$ cat src/rtl/core/gregorian_to_jalali_date_macros.svh
// Assertion macros shared by the date converter RTL.
// No dependencies; include by bare file name inside a module body.
`ifndef GREGORIAN_TO_JALALI_DATE_MACROS_SVH
`define GREGORIAN_TO_JALALI_DATE_MACROS_SVH

// same-cycle implication, checked out of reset
`define G2J_ASSERT_IMPL(label, clk, rst_n, ante, cons) \
    label: assert property (@(posedge clk) disable iff (!(rst_n)) (ante) |-> (cons)) \
        else $error("g2j assertion failed");

// next-cycle implication, checked out of reset
`define G2J_ASSERT_NEXT(label, clk, rst_n, ante, cons) \
    label: assert property (@(posedge clk) disable iff (!(rst_n)) (ante) |=> (cons)) \
        else $error("g2j assertion failed");

`endif

$ cat src/rtl/core/g2j_pkg.sv
// Constants and month tables for the Gregorian to Jalali date converter.
// No dependencies.
package g2j_pkg;

    localparam int NUM_STAGES = 10;

    localparam int EPOCH_DAYS     = 355666;
    localparam int DAYS_PER_YEAR  = 365;
    localparam int DAYS_33Y       = 12053;
    localparam int DAYS_4Y        = 1461;
    localparam int YEARS_33       = 33;
    // -1595 modulo 2^11
    localparam int YEAR_BIAS      = 453;

    // reciprocal multipliers: x/25 = (x*2622)>>16, estimates for the cycle splits
    localparam int RECIP_25       = 2622;
    localparam int RECIP_25_SHIFT = 16;
    localparam int RECIP_33Y      = 173;
    localparam int RECIP_33Y_SHIFT = 21;
    localparam int RECIP_4Y       = 11;
    localparam int RECIP_4Y_SHIFT = 14;

    // days in the Gregorian months before month index+1
    function automatic logic [8:0] greg_cum(input logic [3:0] months_before);
        logic [8:0] d;
        case (months_before)
            4'd0:    d = 9'd0;
            4'd1:    d = 9'd31;
            4'd2:    d = 9'd59;
            4'd3:    d = 9'd90;
            4'd4:    d = 9'd120;
            4'd5:    d = 9'd151;
            4'd6:    d = 9'd181;
            4'd7:    d = 9'd212;
            4'd8:    d = 9'd243;
            4'd9:    d = 9'd273;
            4'd10:   d = 9'd304;
            4'd11:   d = 9'd334;
            default: d = 9'd365;
        endcase
        return d;
    endfunction

    // first day of year (zero based) of Jalali month index
    function automatic logic [8:0] sol_start(input logic [3:0] month_idx);
        logic [8:0] d;
        case (month_idx)
            4'd0:    d = 9'd0;
            4'd1:    d = 9'd31;
            4'd2:    d = 9'd62;
            4'd3:    d = 9'd93;
            4'd4:    d = 9'd124;
            4'd5:    d = 9'd155;
            4'd6:    d = 9'd186;
            4'd7:    d = 9'd216;
            4'd8:    d = 9'd246;
            4'd9:    d = 9'd276;
            4'd10:   d = 9'd306;
            default: d = 9'd336;
        endcase
        return d;
    endfunction

endpackage

$ cat src/rtl/core/gregorian_to_jalali_date.sv
// Gregorian to Jalali date converter, ten-stage pipeline.
// Depends on g2j_pkg and gregorian_to_jalali_date_macros.svh.
//
// One Gregorian date word in, one Jalali date word out, in order. The
// pipeline takes a new word every cycle while the result side keeps up; each
// stage holds its word when the stage after it is full and stalled, so empty
// stages still fill while a finished result waits. Stages: day count parts,
// day count sum, 33-year quotient estimate, remainder, correction, 4-year
// quotient estimate, remainder, correction, 365-day split, month lookup.
module gregorian_to_jalali_date
    import g2j_pkg::*;
(
    input  logic        aclk,
    input  logic        aresetn,
    input  logic        s_valid,
    output logic        s_ready,
    input  logic [11:0] s_greg_year,
    input  logic [3:0]  s_greg_month,
    input  logic [4:0]  s_greg_day,
    output logic        m_valid,
    input  logic        m_ready,
    output logic [10:0] m_solar_year,
    output logic [3:0]  m_solar_month,
    output logic [4:0]  m_solar_day
);

`include "gregorian_to_jalali_date_macros.svh"

    logic [NUM_STAGES-1:0] valid_reg, valid_next, stage_en;

    always_comb begin
        stage_en[NUM_STAGES-1] = !valid_reg[NUM_STAGES-1] || m_ready;
        for (int i = NUM_STAGES - 2; i >= 0; i--) begin
            stage_en[i] = !valid_reg[i] || stage_en[i+1];
        end
        valid_next = valid_reg;
        if (stage_en[0]) begin
            valid_next[0] = s_valid;
        end
        for (int i = 1; i < NUM_STAGES; i++) begin
            if (stage_en[i]) begin
                valid_next[i] = valid_reg[i-1];
            end
        end
    end

    always_ff @(posedge aclk) begin
        if (!aresetn) begin
            valid_reg <= '0;
        end else begin
            valid_reg <= valid_next;
        end
    end

    assign s_ready = stage_en[0];
    assign m_valid = valid_reg[NUM_STAGES-1];

    // stage 1: day count parts
    logic [12:0] leap_year;
    logic [3:0]  months_before;
    logic [10:0] x100;
    logic [8:0]  x400;
    logic [20:0] s1_gy365_reg, s1_gy365_next;
    logic [10:0] s1_ly4_reg, s1_ly4_next;
    logic [22:0] s1_p100_reg, s1_p100_next;
    logic [20:0] s1_p400_reg, s1_p400_next;
    logic [18:0] s1_base_reg, s1_base_next;

    always_comb begin
        leap_year = (s_greg_month > 4'd2) ? ({1'b0, s_greg_year} + 13'd1)
                                          : {1'b0, s_greg_year};
        if (s_greg_month == 4'd0) begin
            months_before = 4'd0;
        end else if (s_greg_month > 4'd12) begin
            months_before = 4'd12;
        end else begin
            months_before = s_greg_month - 4'd1;
        end
        x100          = 11'((leap_year + 13'd99) >> 2);
        x400          = 9'((leap_year + 13'd399) >> 4);
        s1_gy365_next = {9'd0, s_greg_year} * 21'(DAYS_PER_YEAR);
        s1_ly4_next   = 11'((leap_year + 13'd3) >> 2);
        s1_p100_next  = {12'd0, x100} * 23'(RECIP_25);
        s1_p400_next  = {12'd0, x400} * 21'(RECIP_25);
        s1_base_next  = 19'(EPOCH_DAYS) + {14'd0, s_greg_day}
                      + {10'd0, greg_cum(months_before)};
    end

    // stage 2: day count
    logic [20:0] s2_days_reg, s2_days_next;

    assign s2_days_next = s1_gy365_reg + {2'd0, s1_base_reg} + {10'd0, s1_ly4_reg}
                        + {16'd0, s1_p400_reg[20:RECIP_25_SHIFT]}
                        - {14'd0, s1_p100_reg[22:RECIP_25_SHIFT]};

    // stage 3: 33-year quotient estimate
    logic [28:0] prod33;
    logic [20:0] s3_days_reg;
    logic [7:0]  s3_q_reg, s3_q_next;

    assign prod33    = {8'd0, s2_days_reg} * 29'(RECIP_33Y);
    assign s3_q_next = prod33[28:RECIP_33Y_SHIFT];

    // stage 4: 33-year remainder
    logic [20:0] sub33;
    logic [7:0]  s4_q_reg;
    logic [14:0] s4_r_reg, s4_r_next;

    assign sub33     = {13'd0, s3_q_reg} * 21'(DAYS_33Y);
    assign s4_r_next = 15'(s3_days_reg - sub33);

    // stage 5: correct the estimate, 33-year part of the year
    logic        ge33;
    logic [7:0]  q33_fix;
    logic [10:0] s5_year_reg, s5_year_next;
    logic [13:0] s5_r_reg, s5_r_next;

    always_comb begin
        ge33         = s4_r_reg >= 15'(DAYS_33Y);
        q33_fix      = ge33 ? s4_q_reg + 8'd1 : s4_q_reg;
        s5_r_next    = ge33 ? 14'(s4_r_reg - 15'(DAYS_33Y)) : s4_r_reg[13:0];
        s5_year_next = {3'd0, q33_fix} * 11'(YEARS_33);
    end

    // stage 6: 4-year quotient estimate
    logic [17:0] prod4;
    logic [10:0] s6_year_reg;
    logic [13:0] s6_r_reg;
    logic [3:0]  s6_q_reg, s6_q_next;

    assign prod4     = {4'd0, s5_r_reg} * 18'(RECIP_4Y);
    assign s6_q_next = prod4[17:RECIP_4Y_SHIFT];

    // stage 7: 4-year remainder
    logic [13:0] sub4;
    logic [10:0] s7_year_reg;
    logic [3:0]  s7_q_reg;
    logic [11:0] s7_r_reg, s7_r_next;

    assign sub4      = {10'd0, s6_q_reg} * 14'(DAYS_4Y);
    assign s7_r_next = 12'(s6_r_reg - sub4);

    // stage 8: correct the estimate, 4-year part of the year
    logic        ge4;
    logic [3:0]  q4_fix;
    logic [10:0] s8_year_reg, s8_year_next;
    logic [10:0] s8_r_reg, s8_r_next;

    always_comb begin
        ge4          = s7_r_reg >= 12'(DAYS_4Y);
        q4_fix       = ge4 ? s7_q_reg + 4'd1 : s7_q_reg;
        s8_r_next    = ge4 ? 11'(s7_r_reg - 12'(DAYS_4Y)) : s7_r_reg[10:0];
        s8_year_next = s7_year_reg + {5'd0, q4_fix, 2'b00};
    end

    // stage 9: split off whole 365-day years, apply year offset
    logic [10:0] past_leap;
    logic [1:0]  q1;
    logic [10:0] sub1;
    logic [10:0] s9_year_reg, s9_year_next;
    logic [8:0]  s9_doy_reg, s9_doy_next;

    always_comb begin
        past_leap = s8_r_reg - 11'd1;
        if (s8_r_reg <= 11'(DAYS_PER_YEAR)) begin
            q1   = 2'd0;
            sub1 = 11'd0;
        end else if (past_leap >= 11'(3 * DAYS_PER_YEAR)) begin
            q1   = 2'd3;
            sub1 = 11'(3 * DAYS_PER_YEAR + 1);
        end else if (past_leap >= 11'(2 * DAYS_PER_YEAR)) begin
            q1   = 2'd2;
            sub1 = 11'(2 * DAYS_PER_YEAR + 1);
        end else begin
            q1   = 2'd1;
            sub1 = 11'(DAYS_PER_YEAR + 1);
        end
        s9_doy_next  = 9'(s8_r_reg - sub1);
        s9_year_next = s8_year_reg + {9'd0, q1} + 11'(YEAR_BIAS);
    end

    // stage 10: month and day
    logic [3:0]  month_idx;
    logic [8:0]  day_ofs;
    logic [10:0] s10_year_reg;
    logic [3:0]  s10_month_reg, s10_month_next;
    logic [4:0]  s10_day_reg, s10_day_next;

    always_comb begin
        month_idx = 4'd0;
        for (int k = 1; k < 12; k++) begin
            month_idx = month_idx + {3'd0, (s9_doy_reg >= sol_start(4'(k)))};
        end
        day_ofs        = s9_doy_reg - sol_start(month_idx);
        s10_month_next = month_idx + 4'd1;
        s10_day_next   = 5'(day_ofs + 9'd1);
    end

    always_ff @(posedge aclk) begin
        if (stage_en[0]) begin
            s1_gy365_reg <= s1_gy365_next;
            s1_ly4_reg   <= s1_ly4_next;
            s1_p100_reg  <= s1_p100_next;
            s1_p400_reg  <= s1_p400_next;
            s1_base_reg  <= s1_base_next;
        end
        if (stage_en[1]) begin
            s2_days_reg <= s2_days_next;
        end
        if (stage_en[2]) begin
            s3_days_reg <= s2_days_reg;
            s3_q_reg    <= s3_q_next;
        end
        if (stage_en[3]) begin
            s4_q_reg <= s3_q_reg;
            s4_r_reg <= s4_r_next;
        end
        if (stage_en[4]) begin
            s5_year_reg <= s5_year_next;
            s5_r_reg    <= s5_r_next;
        end
        if (stage_en[5]) begin
            s6_year_reg <= s5_year_reg;
            s6_r_reg    <= s5_r_reg;
            s6_q_reg    <= s6_q_next;
        end
        if (stage_en[6]) begin
            s7_year_reg <= s6_year_reg;
            s7_q_reg    <= s6_q_reg;
            s7_r_reg    <= s7_r_next;
        end
        if (stage_en[7]) begin
            s8_year_reg <= s8_year_next;
            s8_r_reg    <= s8_r_next;
        end
        if (stage_en[8]) begin
            s9_year_reg <= s9_year_next;
            s9_doy_reg  <= s9_doy_next;
        end
        if (stage_en[9]) begin
            s10_year_reg  <= s9_year_reg;
            s10_month_reg <= s10_month_next;
            s10_day_reg   <= s10_day_next;
        end
    end

    assign m_solar_year  = s10_year_reg;
    assign m_solar_month = s10_month_reg;
    assign m_solar_day   = s10_day_reg;

    `G2J_ASSERT_IMPL(a_full_stall_blocks_input, aclk, aresetn,
                     (&valid_reg) && !m_ready, !s_ready)
    `G2J_ASSERT_IMPL(a_rem33_in_range, aclk, aresetn,
                     valid_reg[4], s5_r_reg < 14'(DAYS_33Y))
    `G2J_ASSERT_IMPL(a_rem4_in_range, aclk, aresetn,
                     valid_reg[7], s8_r_reg < 11'(DAYS_4Y))
    `G2J_ASSERT_IMPL(a_doy_in_range, aclk, aresetn,
                     valid_reg[8], s9_doy_reg <= 9'(DAYS_PER_YEAR))
    `G2J_ASSERT_IMPL(a_month_day_legal, aclk, aresetn,
                     m_valid, (m_solar_month != 4'd0) && (m_solar_month <= 4'd12)
                     && (m_solar_day != 5'd0))

endmodule

$ cat config.mk
export PLATFORM = sky130hd
export DESIGN_NAME = gregorian_to_jalali_date
export DESIGN_NICKNAME = d
export VERILOG_FILES = /design/src/rtl/core/g2j_pkg.sv /design/src/rtl/core/gregorian_to_jalali_date.sv
export VERILOG_INCLUDE_DIRS = /design/src /design/src/rtl/core
export SDC_FILE = /design/constraint.sdc
export NUM_CORES = 1
export LEC_CHECK = 0
export BUFFER_PORTS_ARGS = -buffer_cell sky130_fd_sc_hd__buf_2
export CORE_UTILIZATION = 30
export DETAILED_ROUTE_END_ITERATION = 6
export GPL_ROUTABILITY_DRIVEN = 0
export SETUP_SLACK_MARGIN = 0.05
export SYNTH_ARGS = -nofsm -noshare
export SYNTH_HDL_FRONTEND = slang
export SYNTH_SLANG_ARGS = --single-unit
$ cat constraint.sdc
create_clock -name aclk -period 8.6 [get_ports aclk]
set_clock_uncertainty 0.2 [all_clocks]
set_input_delay 1.29 -clock aclk [delete_from_list [all_inputs] [get_ports aclk]]
set_output_delay 1.29 -clock aclk [all_outputs]
set_load 0.05 [all_outputs]
# Word-level counts from Yosys, hierarchy flattened
# Memory sizes are Yosys's and may differ from the RTL's.
# Cells that the tools add are included.
[totals]
register_bits = 311
romBits = 288
out_inout_bits = 22
n_memories = 2
[memory_table]
columns = ["name", "depth", "word_bits", "read_ports", "rd_ports_with_merged_regs", "wr", "line", "text"]
rows = [
  ["(no name shown)", 16, 9, 1, 0, 0, "g2j_pkg.sv:47", "case (month_idx)"],
  ["(no name shown)", 16, 9, 1, 0, 0, "g2j_pkg.sv:26", "case (months_before)"],
]
[op_classes]
add_sub_neg = 35
n_mul = 8
magnitude_cmp = 18
mux = 13
n_reduce_logical = 21
[op_table]
columns = ["cell", "n"]
rows = [
  ["$ge A9 B8 Y1 const B", 4],
  ["$mul A21 B8 Y29 const B", 1],
  ["$add A4 B1 Y4", 7],
  ["$ge A9 B9 Y1 const B", 3],
  ["$mux W9", 3],
  ["$mul A11 B11 Y22 const B", 1],
  ["$add A21 B11 Y21", 1],
  ["$add A21 B19 Y21", 1],
  ["$add A21 B5 Y21", 1],
  ["$mul A12 B9 Y21 const B", 1],
  ["$sub A21 B7 Y21", 1],
  ["$mul A9 B11 Y20 const B", 1],
  ["$add A19 B5 Y19 const A", 1],
  ["$add A19 B9 Y19", 1],
  ["$ge A9 B7 Y1 const B", 2],
  ["$mul A14 B4 Y18 const B", 1],
  ["$ge A15 B14 Y1 const B", 1],
  ["$mul A8 B14 Y15 const B", 1],
  ["$sub A15 B15 Y15", 1],
  ["$mux W14", 1],
  ["$sub A14 B14 Y14 const B", 1],
  ["$add A12 B1 Y13 const B", 1],
  ["$add A13 B2 Y13 const B", 1],
  ["$add A13 B7 Y13 const B", 1],
  ["34 further kinds", 57],
]

# Longest topological paths before layout
# Gate-level depths: netlist of the first run.
# An unclocked memory read counts as a cell.
[logic_depth]
ltp_word = 14
depth_mapped = 30
ltp_nobuf = 29

# Worst setup path before layout of the first run
# No wires, ideal clock.
[synth_timing]
kind = "input -> register"
start = "in s_greg_month[0]"
end = "reg s1_p100_reg[21] (data pin)"
setup_ns = 0.258
t_arrival_ns = 7.656
t_required_ns = 8.142
setup_slack_ns = 0.486
cell_stages = 29
path_buffers = 1
path_cell_list = "inv_1 -> ha_1 -> nand2b_2 -> buf_6 -> a211oi_2 -> and2b_1 -> xor2_1 -> nand2_2 -> nor3_4 -> nand2_1 -> o21ai_0 -> ha_1 -> ha_1 -> inv_1 -> fa_1 -> inv_1 -> fa_1 -> inv_1 -> fa_1 -> inv_1 -> ha_1 -> a21o_1 -> a21o_1 -> a21oi_1 -> o311ai_0 -> nand2_1 -> o2111ai_1 -> a21oi_1 -> xnor2_1"
[synth_via]
elab_chain_len = 4
[synth_rtl]
columns = ["element", "line", "text"]
rows = [
  ["from (decl)", "gregorian_to_jalali_date.sv:18", "input logic [3:0] s_greg_month,"],
  ["$gt A4 B2 Y1", "gregorian_to_jalali_date.sv:70", "leap_year = (s_greg_month > 4'd2) ? ({1'b0, s_greg_year} + 13'd1)"],
  ["$mux W13", "gregorian_to_jalali_date.sv:70", ""],
  ["$add A13 B7 Y13", "gregorian_to_jalali_date.sv:79", "x100 = 11'((leap_year + 13'd99) >> 2);"],
  ["$mul A11 B11 Y22", "gregorian_to_jalali_date.sv:83", "s1_p100_next = {12'd0, x100} * 23'(RECIP_25);"],
  ["net s1_p100_next[21]", "gregorian_to_jalali_date.sv:65", "logic [22:0] s1_p100_reg, s1_p100_next;"],
  ["to (signal assigned)", "gregorian_to_jalali_date.sv:203", "s1_p100_reg <= s1_p100_next;"],
  ["to (decl)", "gregorian_to_jalali_date.sv:65", ""],
]
# The timed path passes the listed nets, and every way through them passes these cells.
# A chain may end at the register's enable or synchronous reset.

# Worst setup path after layout of the first run
# Ends and elaborated chain as after synthesis.

==> results of run 1 <==
[worst paths after layout]
path / cells past startpoint / startpoint / end / slack [ps]
setup / recovery: 29 / s_greg_month[0] / s1_p100_reg[21] / 880
hold / removal: 0 / s5_year_reg[3] / s6_year_reg[3] / 210
setup reg to reg: 16 / s9_doy_reg[7] / m_solar_day[4] / 2340
hold reg to reg: 0 / s5_year_reg[3] / s6_year_reg[3] / 210
[stage by stage]
stage	std cells	hold slack, ps
finish	3764	212
global route	3763	213
CTS	3763	213
detailed placement	3711	205
global placement	3711	202
floorplan	2509	200
[logic make-up after synthesis]
family                     Yosys count
and+or+nand+nor                    404
adders and majority gates          704
buffers and inverters              567
AOI/OAI and AO/OA                  341
muxes                               13
other                                1
DFF                                273
xor gates and xnor gates           206
[Yosys cell counts, types with 11 or more instances]
cell type	n	share of area, %
a211oi_1	12	0.33
a21o_1	30	0.83
a21oi_1	87	1.6
a31oi_1	11	0.26
and3_1	14	0.32
clkbuf_1	22	0.31
edfxtp_1	263	29
fa_1	214	16
ha_1	490	23
inv_1	538	7.5
nand2_1	91	1.3
nand2b_1	30	0.70
nand3_1	39	0.72
nand4_1	14	0.32
nor2_1	88	1.2
nor2b_1	27	0.63
nor3_1	42	0.78
o21a_1	25	0.70
o21ai_0	74	1.4
or3_1	13	0.30
xnor2_1	136	4.4
xor2_1	65	2.1
[worst register-to-register path, cell delays in order (launching register included)]
cell,delay (ps)
edfxtp_1,530
or3_1,440
a311oi_1,350
fa_1,480
fa_1,520
fa_1,520
fa_1,470
fa_1,390
xnor2_1,610
xor2_1,190
a21oi_1,90
ha_1,340
ha_1,290
a21o_1,170
a21oi_1,170
xnor2_1,150
xnor2_1,100
[layer usage]
metal / GRT usage (%) / up-vias / wire (microns) / part of all wire, %
met5: 0 / - / 0 / 0
met4: 2.68 / 0 / 1160 / 2.5
met3: 1.08 / 67 / 934 / 2.0
met2: 19.1 / 155 / 22800 / 50
met1: 12.8 / 7764 / 21100 / 46
li1: - / 8563 / - / -
[cell type report]
type	instances	share of cell area, %
Tap cell	1165	4.93
Sequential cell	273	27.4
Clock inverter	19	0.550
Timing Repair Buffer	65	1.26
Inverter	539	6.84
Antenna cell	1	0.00846
Clock buffer	33	2.43
Multi-Input combinational cell	1669	56.6
==> results_dict.tcl, run 1 <==
set metrics [dict create \
    outcome "finished with violations" \
    failed_checks "design-rule violations" \
    critPathMostFrequentCell "inv_1" \
    min_period_ps 7720 \
    grt_overall_usage_pct 10.4 \
    layout.area.seq_sq_mm 0.00810 \
    syn_area_per_cell_sq_um 10.8 \
    worst_setup_path_end_kind "flop" \
    io_buffer_count 46 \
    cts_tree "yes" \
    worst_setup_path_start_kind "input port" \
    worstMarginPinSlew_ps 1050 \
    critical_path.slowest_cell "fa_1" \
    ys_seq_area_share_pct 30.0 \
    htree_levels 1 \
    synth.yosys.warnings 0 \
    cts.repair_timing.setup_buffer_count 0 \
    inserted_clock_buffers 28 \
    post-route-period-util_pct 89.8 \
    totalNegativeSetupSlack_ps 0 \
    postLayoutCoreUtil_pct 33.3 \
    tritoncts_num_sinks 273 \
    finalSetupViolCount 0 \
    cp.arrival_ps 7840 \
    setup_repair_after_global_routing_missed_its_margin "no" \
    row_count 109 \
    synthFlopType "edfxtp_1" \
    cp_slowest_stage_delay_ps 520 \
    quantity_of_hold_fixing_buffers_added_after_cts 0 \
    area_growth_syn_to_layout_pct 9.63 \
    synth.distinct_cells 88 \
    critPathRequiredTime_ps 8710 \
    clkTransAtPathRegs_ps 60 \
    detailed_place_hpwl_microns 38800 \
    postLayoutCellArea_sq_mm 0.0296 \
    drt_first_pass_iters 7 \
    postSynth.asyncResetShare_pct 0 \
    fp.dieW_microns 302 \
    path_max_fanout 11 \
    max_clock_freq_ghz 0.129 \
    clock_tree.root_cell "clkbuf_16" \
    timing.max_slew.rel_slack_pct 29.7 \
    global_route_wire_length_before_repair_microns 78800 \
    layout_setup_ws_ps 875 \
    core-area_sq_mm 0.0888 \
    number_of_enable_type_register_cells_in_the_synthesized_netlist 263 \
    timing.hold.worst.class "flop to flop" \
    post_cts_resized 0 \
    antenna_found_initial 0 \
    drc_errors 14 \
    drt_iter0_markers 477 \
    synthesis.area_sq_mm 0.0270 \
    synth_top_family_by_area "adder cells" \
    synth-compound-area-share_pct 8.51 \
    critical_path.top_delay_family "adder cells" \
    post_dp_cell_area_sq_mm 0.0287 \
    final_max_slew_viol_count 0 \
    grt_max_degree 33 \
    synthesis.nets 3238 \
    yosys_register_bits 273 \
    nFillCells 8869 \
    vias_in_the_first_global_route 16700 \
    route.final.wire_length_microns 46000 \
    dieHeight_microns 302 \
    postSynthCellCount 2509 \
    synth-adder-area-share_pct 38.6 \
    post_drt_wl_per_cell_microns 12.2 \
    avg_vias_per_cell 4.40 \
    timing.max_cap.violations 0 \
    report.final.hold_viol_count 0 \
    grt-ovfl-total 0 \
    synth_simple_gate_area_share_pct 7.56 \
    dr_total_vias 16500 \
    design.final.nets 3305 \
    layout.cells.most_common "inv_1" \
    ws_path_type "input port to flop" \
    most_used_cells_in_the_layout_excluding_fill_and_tap_cells "inv_1, ha_1, edfxtp_1, fa_1, xnor2_1" \
    pin_count 47 \
    post_route_cells_drive_above_1_share_pct 5.70 \
    die_area_sq_mm 0.0911 \
    combined_buffer_and_inverter_count_along_the_critical_path 6 \
    combined_area_of_the_multi_input_logic_cells_sq_mm 0.0167 \
    postRouteAntennaNets 0 \
    worst_skew_pair_later_pin_latency_ps 570 \
    yosys.area_share.xor_xnor_pct 6.85 \
    max-clock-path-buffers 3 \
    multiplexer_share_of_the_synthesized_area_pct 0.505 \
    initial_core_util_pct 30.4 \
    place_ws_ps 276 \
]
Power of run 1 is not shown: default switching activity piles up to over one toggle a cycle in this logic, so the estimate is an artifact.
==> run 2: changes to the inputs <==
--- a/config.mk
+++ b/config.mk
@@ -10,6 +10,7 @@
 export CORE_UTILIZATION = 30
 export DETAILED_ROUTE_END_ITERATION = 6
 export GPL_ROUTABILITY_DRIVEN = 0
+export PLACE_DENSITY = 0.56
 export SETUP_SLACK_MARGIN = 0.05
 export SYNTH_ARGS = -nofsm -noshare
 export SYNTH_HDL_FRONTEND = slang
==> run 2 against run 1 <==
The run still ends with design-rule violations left. First-iteration DRC count shrank 11%. Core utilization rose by 0.30 points. Maximum frequency fell by 0.10%. Flip-flop and latch count is the same. Highest routed layer unchanged.
==> results_dict.tcl, run 2 (synthesis gave the netlist of run 1 again) <==
set metrics [dict create \
    outcome "finished with violations" \
    failed_checks "design-rule violations" \
    setup_repair_after_global_routing_missed_its_margin "no" \
    post_cts_resized 0 \
    ws_path_type "input port to flop" \
    grt_most_used_layer "met2" \
    area_growth_syn_to_layout_pct 10.6 \
    inserted_clock_buffers 34 \
    antenna_found_initial 1 \
    grt_max_degree 58 \
    layout_setup_ws_ps 868 \
    place_ws_ps 313 \
    drt_first_pass_iters 7 \
    design.final.nets 3311 \
    report.final.hold_viol_count 0 \
    clkTransAtPathRegs_ps 60 \
    grt_util_met2_pct 19.6 \
    cp.arrival_ps 7820 \
    worstMarginPinSlew_ps 1070 \
    cts_tree "yes" \
    timing.max_cap.violations 0 \
    vias_in_the_first_global_route 17000 \
    most_used_cells_in_the_layout_excluding_fill_and_tap_cells "inv_1, ha_1, edfxtp_1, fa_1, xnor2_1" \
    clock_tree.root_cell "clkbuf_16" \
    timing.hold.worst.class "flop to flop" \
    post_dp_cell_area_sq_mm 0.0287 \
    row_count 109 \
    pin_count 47 \
    grt_use_met3_pct 1.52 \
    global_route_wire_length_before_repair_microns 81700 \
    cp_slowest_stage_delay_ps 530 \
    cts.repair_timing.setup_buffer_count 0 \
    min_period_ps 7730 \
    drc_errors 4 \
    route.final.wire_length_microns 47500 \
    drt_iter0_markers 425 \
    post_drt_wl_per_cell_microns 12.6 \
    layout.cells.most_common "inv_1" \
    max-clock-path-buffers 3 \
    tritoncts_num_sinks 273 \
    worst_skew_pair_later_pin_latency_ps 540 \
    postRouteAntennaNets 0 \
    post-route-period-util_pct 89.9 \
    grt-ovfl-total 0 \
    initial_core_util_pct 30.4 \
    totalNegativeSetupSlack_ps 0 \
    critical_path.slowest_cell "fa_1" \
    path_max_fanout 11 \
    critPathRequiredTime_ps 8690 \
    worst_setup_path_start_kind "input port" \
    timing.max_slew.rel_slack_pct 26.9 \
    postLayoutCellArea_sq_mm 0.0298 \
    max_clock_freq_ghz 0.129 \
    final_max_slew_viol_count 0 \
    finalSetupViolCount 0 \
    grt_overall_usage_pct 10.9 \
    post_route_cells_drive_above_1_share_pct 6.18 \
    avg_vias_per_cell 4.40 \
    worst_setup_path_end_kind "flop" \
    fp.dieW_microns 302 \
    die_area_sq_mm 0.0911 \
    io_buffer_count 46 \
    htree_levels 2 \
    dr_total_vias 16600 \
    dieHeight_microns 302 \
    postLayoutCoreUtil_pct 33.6 \
    diodes 0 \
    critPathMostFrequentCell "inv_1" \
    core-area_sq_mm 0.0888 \
    detailed_place_hpwl_microns 39700 \
    quantity_of_hold_fixing_buffers_added_after_cts 0 \
    global_route.usage.met1_pct 13.5 \
]
==> run 2: cell types whose count changed in the layout (fill, tap and decap cells not counted), sizes merged <==
| cell | delta |
|---|---|
| inv | +3 |
| clkinvlp | +2 |
| clkinv | -4 |
| bufinv | +3 |
| diode | -1 |
| clkbuf | +4 |
==> run 2: per-layer routing <==
layer  share of wire [%]  vias to the layer above  routed length (microns)
met2                  50                      161                    23600
met3                 2.7                       63                     1270
li1                    -                     8576                        -
met4                 2.0                        0                      963
met5                   0                        -                        0
met1                  46                     7796                    21600
==> run 2: final timing paths <==
path                                       from  cells past startpoint              end  slack (ps)
worst min register to register   s5_year_reg[1]                      0   s6_year_reg[1]         210
worst max register to register    s9_doy_reg[7]                     16   m_solar_day[4]        2300
worst max-delay path            s_greg_month[0]                     30  s1_p100_reg[21]         870
worst min-delay path             s5_year_reg[1]                      0   s6_year_reg[1]         210
==> run 2: worst max-delay path: cells and delay by family <==
| family | cells | cell delay (ps) |
|---|---|---|
| adder cells (fa/ha/maj) | 7 | 2470 |
| buffers and inverters | 6 | 370 |
| AO/OA/AOI/OAI | 9 | 2030 |
| XOR/XNOR | 3 | 490 |
| AND/OR/NAND/NOR | 5 | 1110 |
==> run 2: area by class of cell <==
type / instances / area [sq um]
clock inverter: 23 / 268
tap: 1165 / 1460
multi-input combinational: 1669 / 16700
inverter: 539 / 2020
sequential: 273 / 8100
fill: 9007 / 58900
timing repair buffer: 65 / 373
clock buffer: 37 / 882
==> run 2: metrics by stage <==
stage	instances	hold WS, ps
finish	3771	214
global route	3771	226
CTS	3771	215
detailed placement	3711	205
global placement	3711	201
floorplan	2509	200
Power of run 2 is left out for the same reason.
==> run 3: changes to the inputs <==
--- a/config.mk
+++ b/config.mk
@@ -7,10 +7,12 @@
 export NUM_CORES = 1
 export LEC_CHECK = 0
 export BUFFER_PORTS_ARGS = -buffer_cell sky130_fd_sc_hd__buf_2
+export CELL_PAD_IN_SITES_DETAIL_PLACEMENT = 1
+export CELL_PAD_IN_SITES_GLOBAL_PLACEMENT = 1
 export CORE_UTILIZATION = 30
 export DETAILED_ROUTE_END_ITERATION = 6
 export GPL_ROUTABILITY_DRIVEN = 0
-export PLACE_DENSITY = 0.56
+export PLACE_DENSITY = 0.62
 export SETUP_SLACK_MARGIN = 0.05
 export SYNTH_ARGS = -nofsm -noshare
 export SYNTH_HDL_FRONTEND = slang
==> run 3 against run 2 <==
The run still ends with design-rule violations left. Critical path depth unchanged. Register-to-register slack got worse by 110 ps. Global-route usage increased by 2.2 points. Non-clock buffer count unchanged. Count of clock-buffer cells in the layout increased by 8. Via count increased by 4.9%. Worst hold slack improved by 2.7 ps. Core utilization increased by 0.052 points. Routed wire length increased by 22%. Final area increased by 0.16%. First-iteration DRC count increased by 18%. Maximum frequency decreased by 4.1%.
==> results_dict.tcl, run 3 (synthesis gave the netlist of run 1 again) <==
set metrics [dict create \
    outcome "finished with violations" \
    failed_checks "design-rule violations" \
    drt_first_pass_iters 7 \
    worstHoldStart "s5_year_reg[6]" \
    grt-ovfl-total 0 \
    r2r-start "s9_doy_reg[7]" \
    ws_path_type "input port to flop" \
    timing.max_cap.violations 0 \
    fp.dieW_microns 302 \
    min_period_ps 8060 \
    quantity_of_hold_fixing_buffers_added_after_cts 0 \
    nFillCells 9828 \
    dr_total_vias 17400 \
    combined_area_of_the_multi_input_logic_cells_sq_mm 0.0167 \
    timing.hold.worst.class "flop to flop" \
    max-clock-path-buffers 3 \
    global_route_wire_length_before_repair_microns 96700 \
    area_growth_syn_to_layout_pct 10.8 \
    avg_vias_per_cell 4.62 \
    layout.area.seq_sq_mm 0.00810 \
    pin_count 47 \
    cts_tree "yes" \
    inserted_clock_buffers 34 \
    row_count 109 \
    io_buffer_count 46 \
    clock_tree.root_cell "clkbuf_16" \
    initial_core_util_pct 30.4 \
    setup_repair_after_global_routing_missed_its_margin "no" \
    critPathMostFrequentCell "inv_1" \
    grt_max_degree 40 \
    design.final.nets 3311 \
    vias_in_the_first_global_route 19500 \
    r2r_cells 16 \
    worstMarginPinSlew_ps 1090 \
    antenna_found_initial 1 \
    hold-path-endpoint "s6_year_reg[6]" \
    die_area_sq_mm 0.0911 \
    most_used_cells_in_the_layout_excluding_fill_and_tap_cells "inv_1, ha_1, edfxtp_1, fa_1, xnor2_1" \
    worst_setup_path_end_kind "flop" \
    critical_path.top_delay_family "adder cells" \
    post_route_cells_drive_above_1_share_pct 5.95 \
    drc_errors 3 \
    postRouteAntennaNets 0 \
    post_drt_wl_per_cell_microns 15.3 \
    reg_to_reg_end "m_solar_day[4]" \
    timing.max_slew.rel_slack_pct 26.9 \
    path_max_fanout 11 \
    critical_path.slowest_cell "fa_1" \
    holdPathStages 0 \
    core-area_sq_mm 0.0888 \
    htree_levels 2 \
    combined_buffer_and_inverter_count_along_the_critical_path 6 \
    route.final.wire_length_microns 57800 \
    detailed_place_hpwl_microns 48800 \
    post-route-period-util_pct 93.7 \
    cp_slowest_stage_delay_ps 530 \
    dieHeight_microns 302 \
    rrSetupSlack_ps 2190 \
    drt_iter0_markers 503 \
    hold_ws_ps 217 \
    grt_overall_usage_pct 13.0 \
    diodes 0 \
    layout.cells.most_common "inv_1" \
    tritoncts_num_sinks 273 \
    cts.repair_timing.setup_buffer_count 0 \
    report.final.hold_viol_count 0 \
    post_cts_resized 0 \
    worst_setup_path_start_kind "input port" \
    clkTransAtPathRegs_ps 50 \
    worst_skew_pair_later_pin_latency_ps 540 \
    finalSetupViolCount 0 \
    cp.arrival_ps 8150 \
    critPathRequiredTime_ps 8690 \
    max_clock_freq_ghz 0.124 \
    final_max_slew_viol_count 0 \
]
## run 3: cell count changes in the layout (fill, tap and decap cells not counted), sizes merged
cell | before | now
inv | 542 | 539
bufinv | 5 | 7
clkinv | 12 | 9
clkinvlp | 3 | 0
clkbuf | 37 | 45
## run 3: layout make-up
class,instances,area share [%]
repair buffers,65,1.25
well taps,1165,4.88
multi-input cells,1669,56.0
clock buffers,45,3.09
clock inverters,16,0.912
inverters,539,6.77
flip-flops and latches,273,27.1
## run 3: per-stage QoR
step,setup slack (ps),setup TNS [ps],utilization [%],instance area (sq um),cells
finish,540,0,33.7,29900,3772
global route,99.1,0,33.7,29900,3772
CTS,556,0,33.7,29900,3772
detailed placement,-26.6,-26.6,32.3,28700,3711
global placement,273,0,32.3,28700,3711
floorplan,486,0,-,27000,2509
## run 3: worst max path at each step
stage / end / from / depth (start not counted) / slack, ps
5_1_grt: s1_p100_reg[21] / s_greg_month[0] / 30 / 100
3_3_place_gp: s1_p100_reg[21] / s_greg_month[0] / 30 / 270
3_5_place_dp: s1_p100_reg[21] / s_greg_month[0] / 30 / -30
6_report: s1_p100_reg[21] / s_greg_month[0] / 30 / 540
2_1_floorplan: s1_p100_reg[21] / s_greg_month[0] / 29 / 490
4_1_cts: s1_p100_reg[21] / s_greg_month[0] / 30 / 560
## run 3: routing by layer
layer	vias to the layer above	track usage (%)	share of wire, %
li1	8574	-	-
met1	8612	15.4	43
met2	151	24.5	52
met3	75	2.00	3.0
met4	2	3.01	1.9
met5	-	0	0.017
Power of run 3 is left out for the same reason.
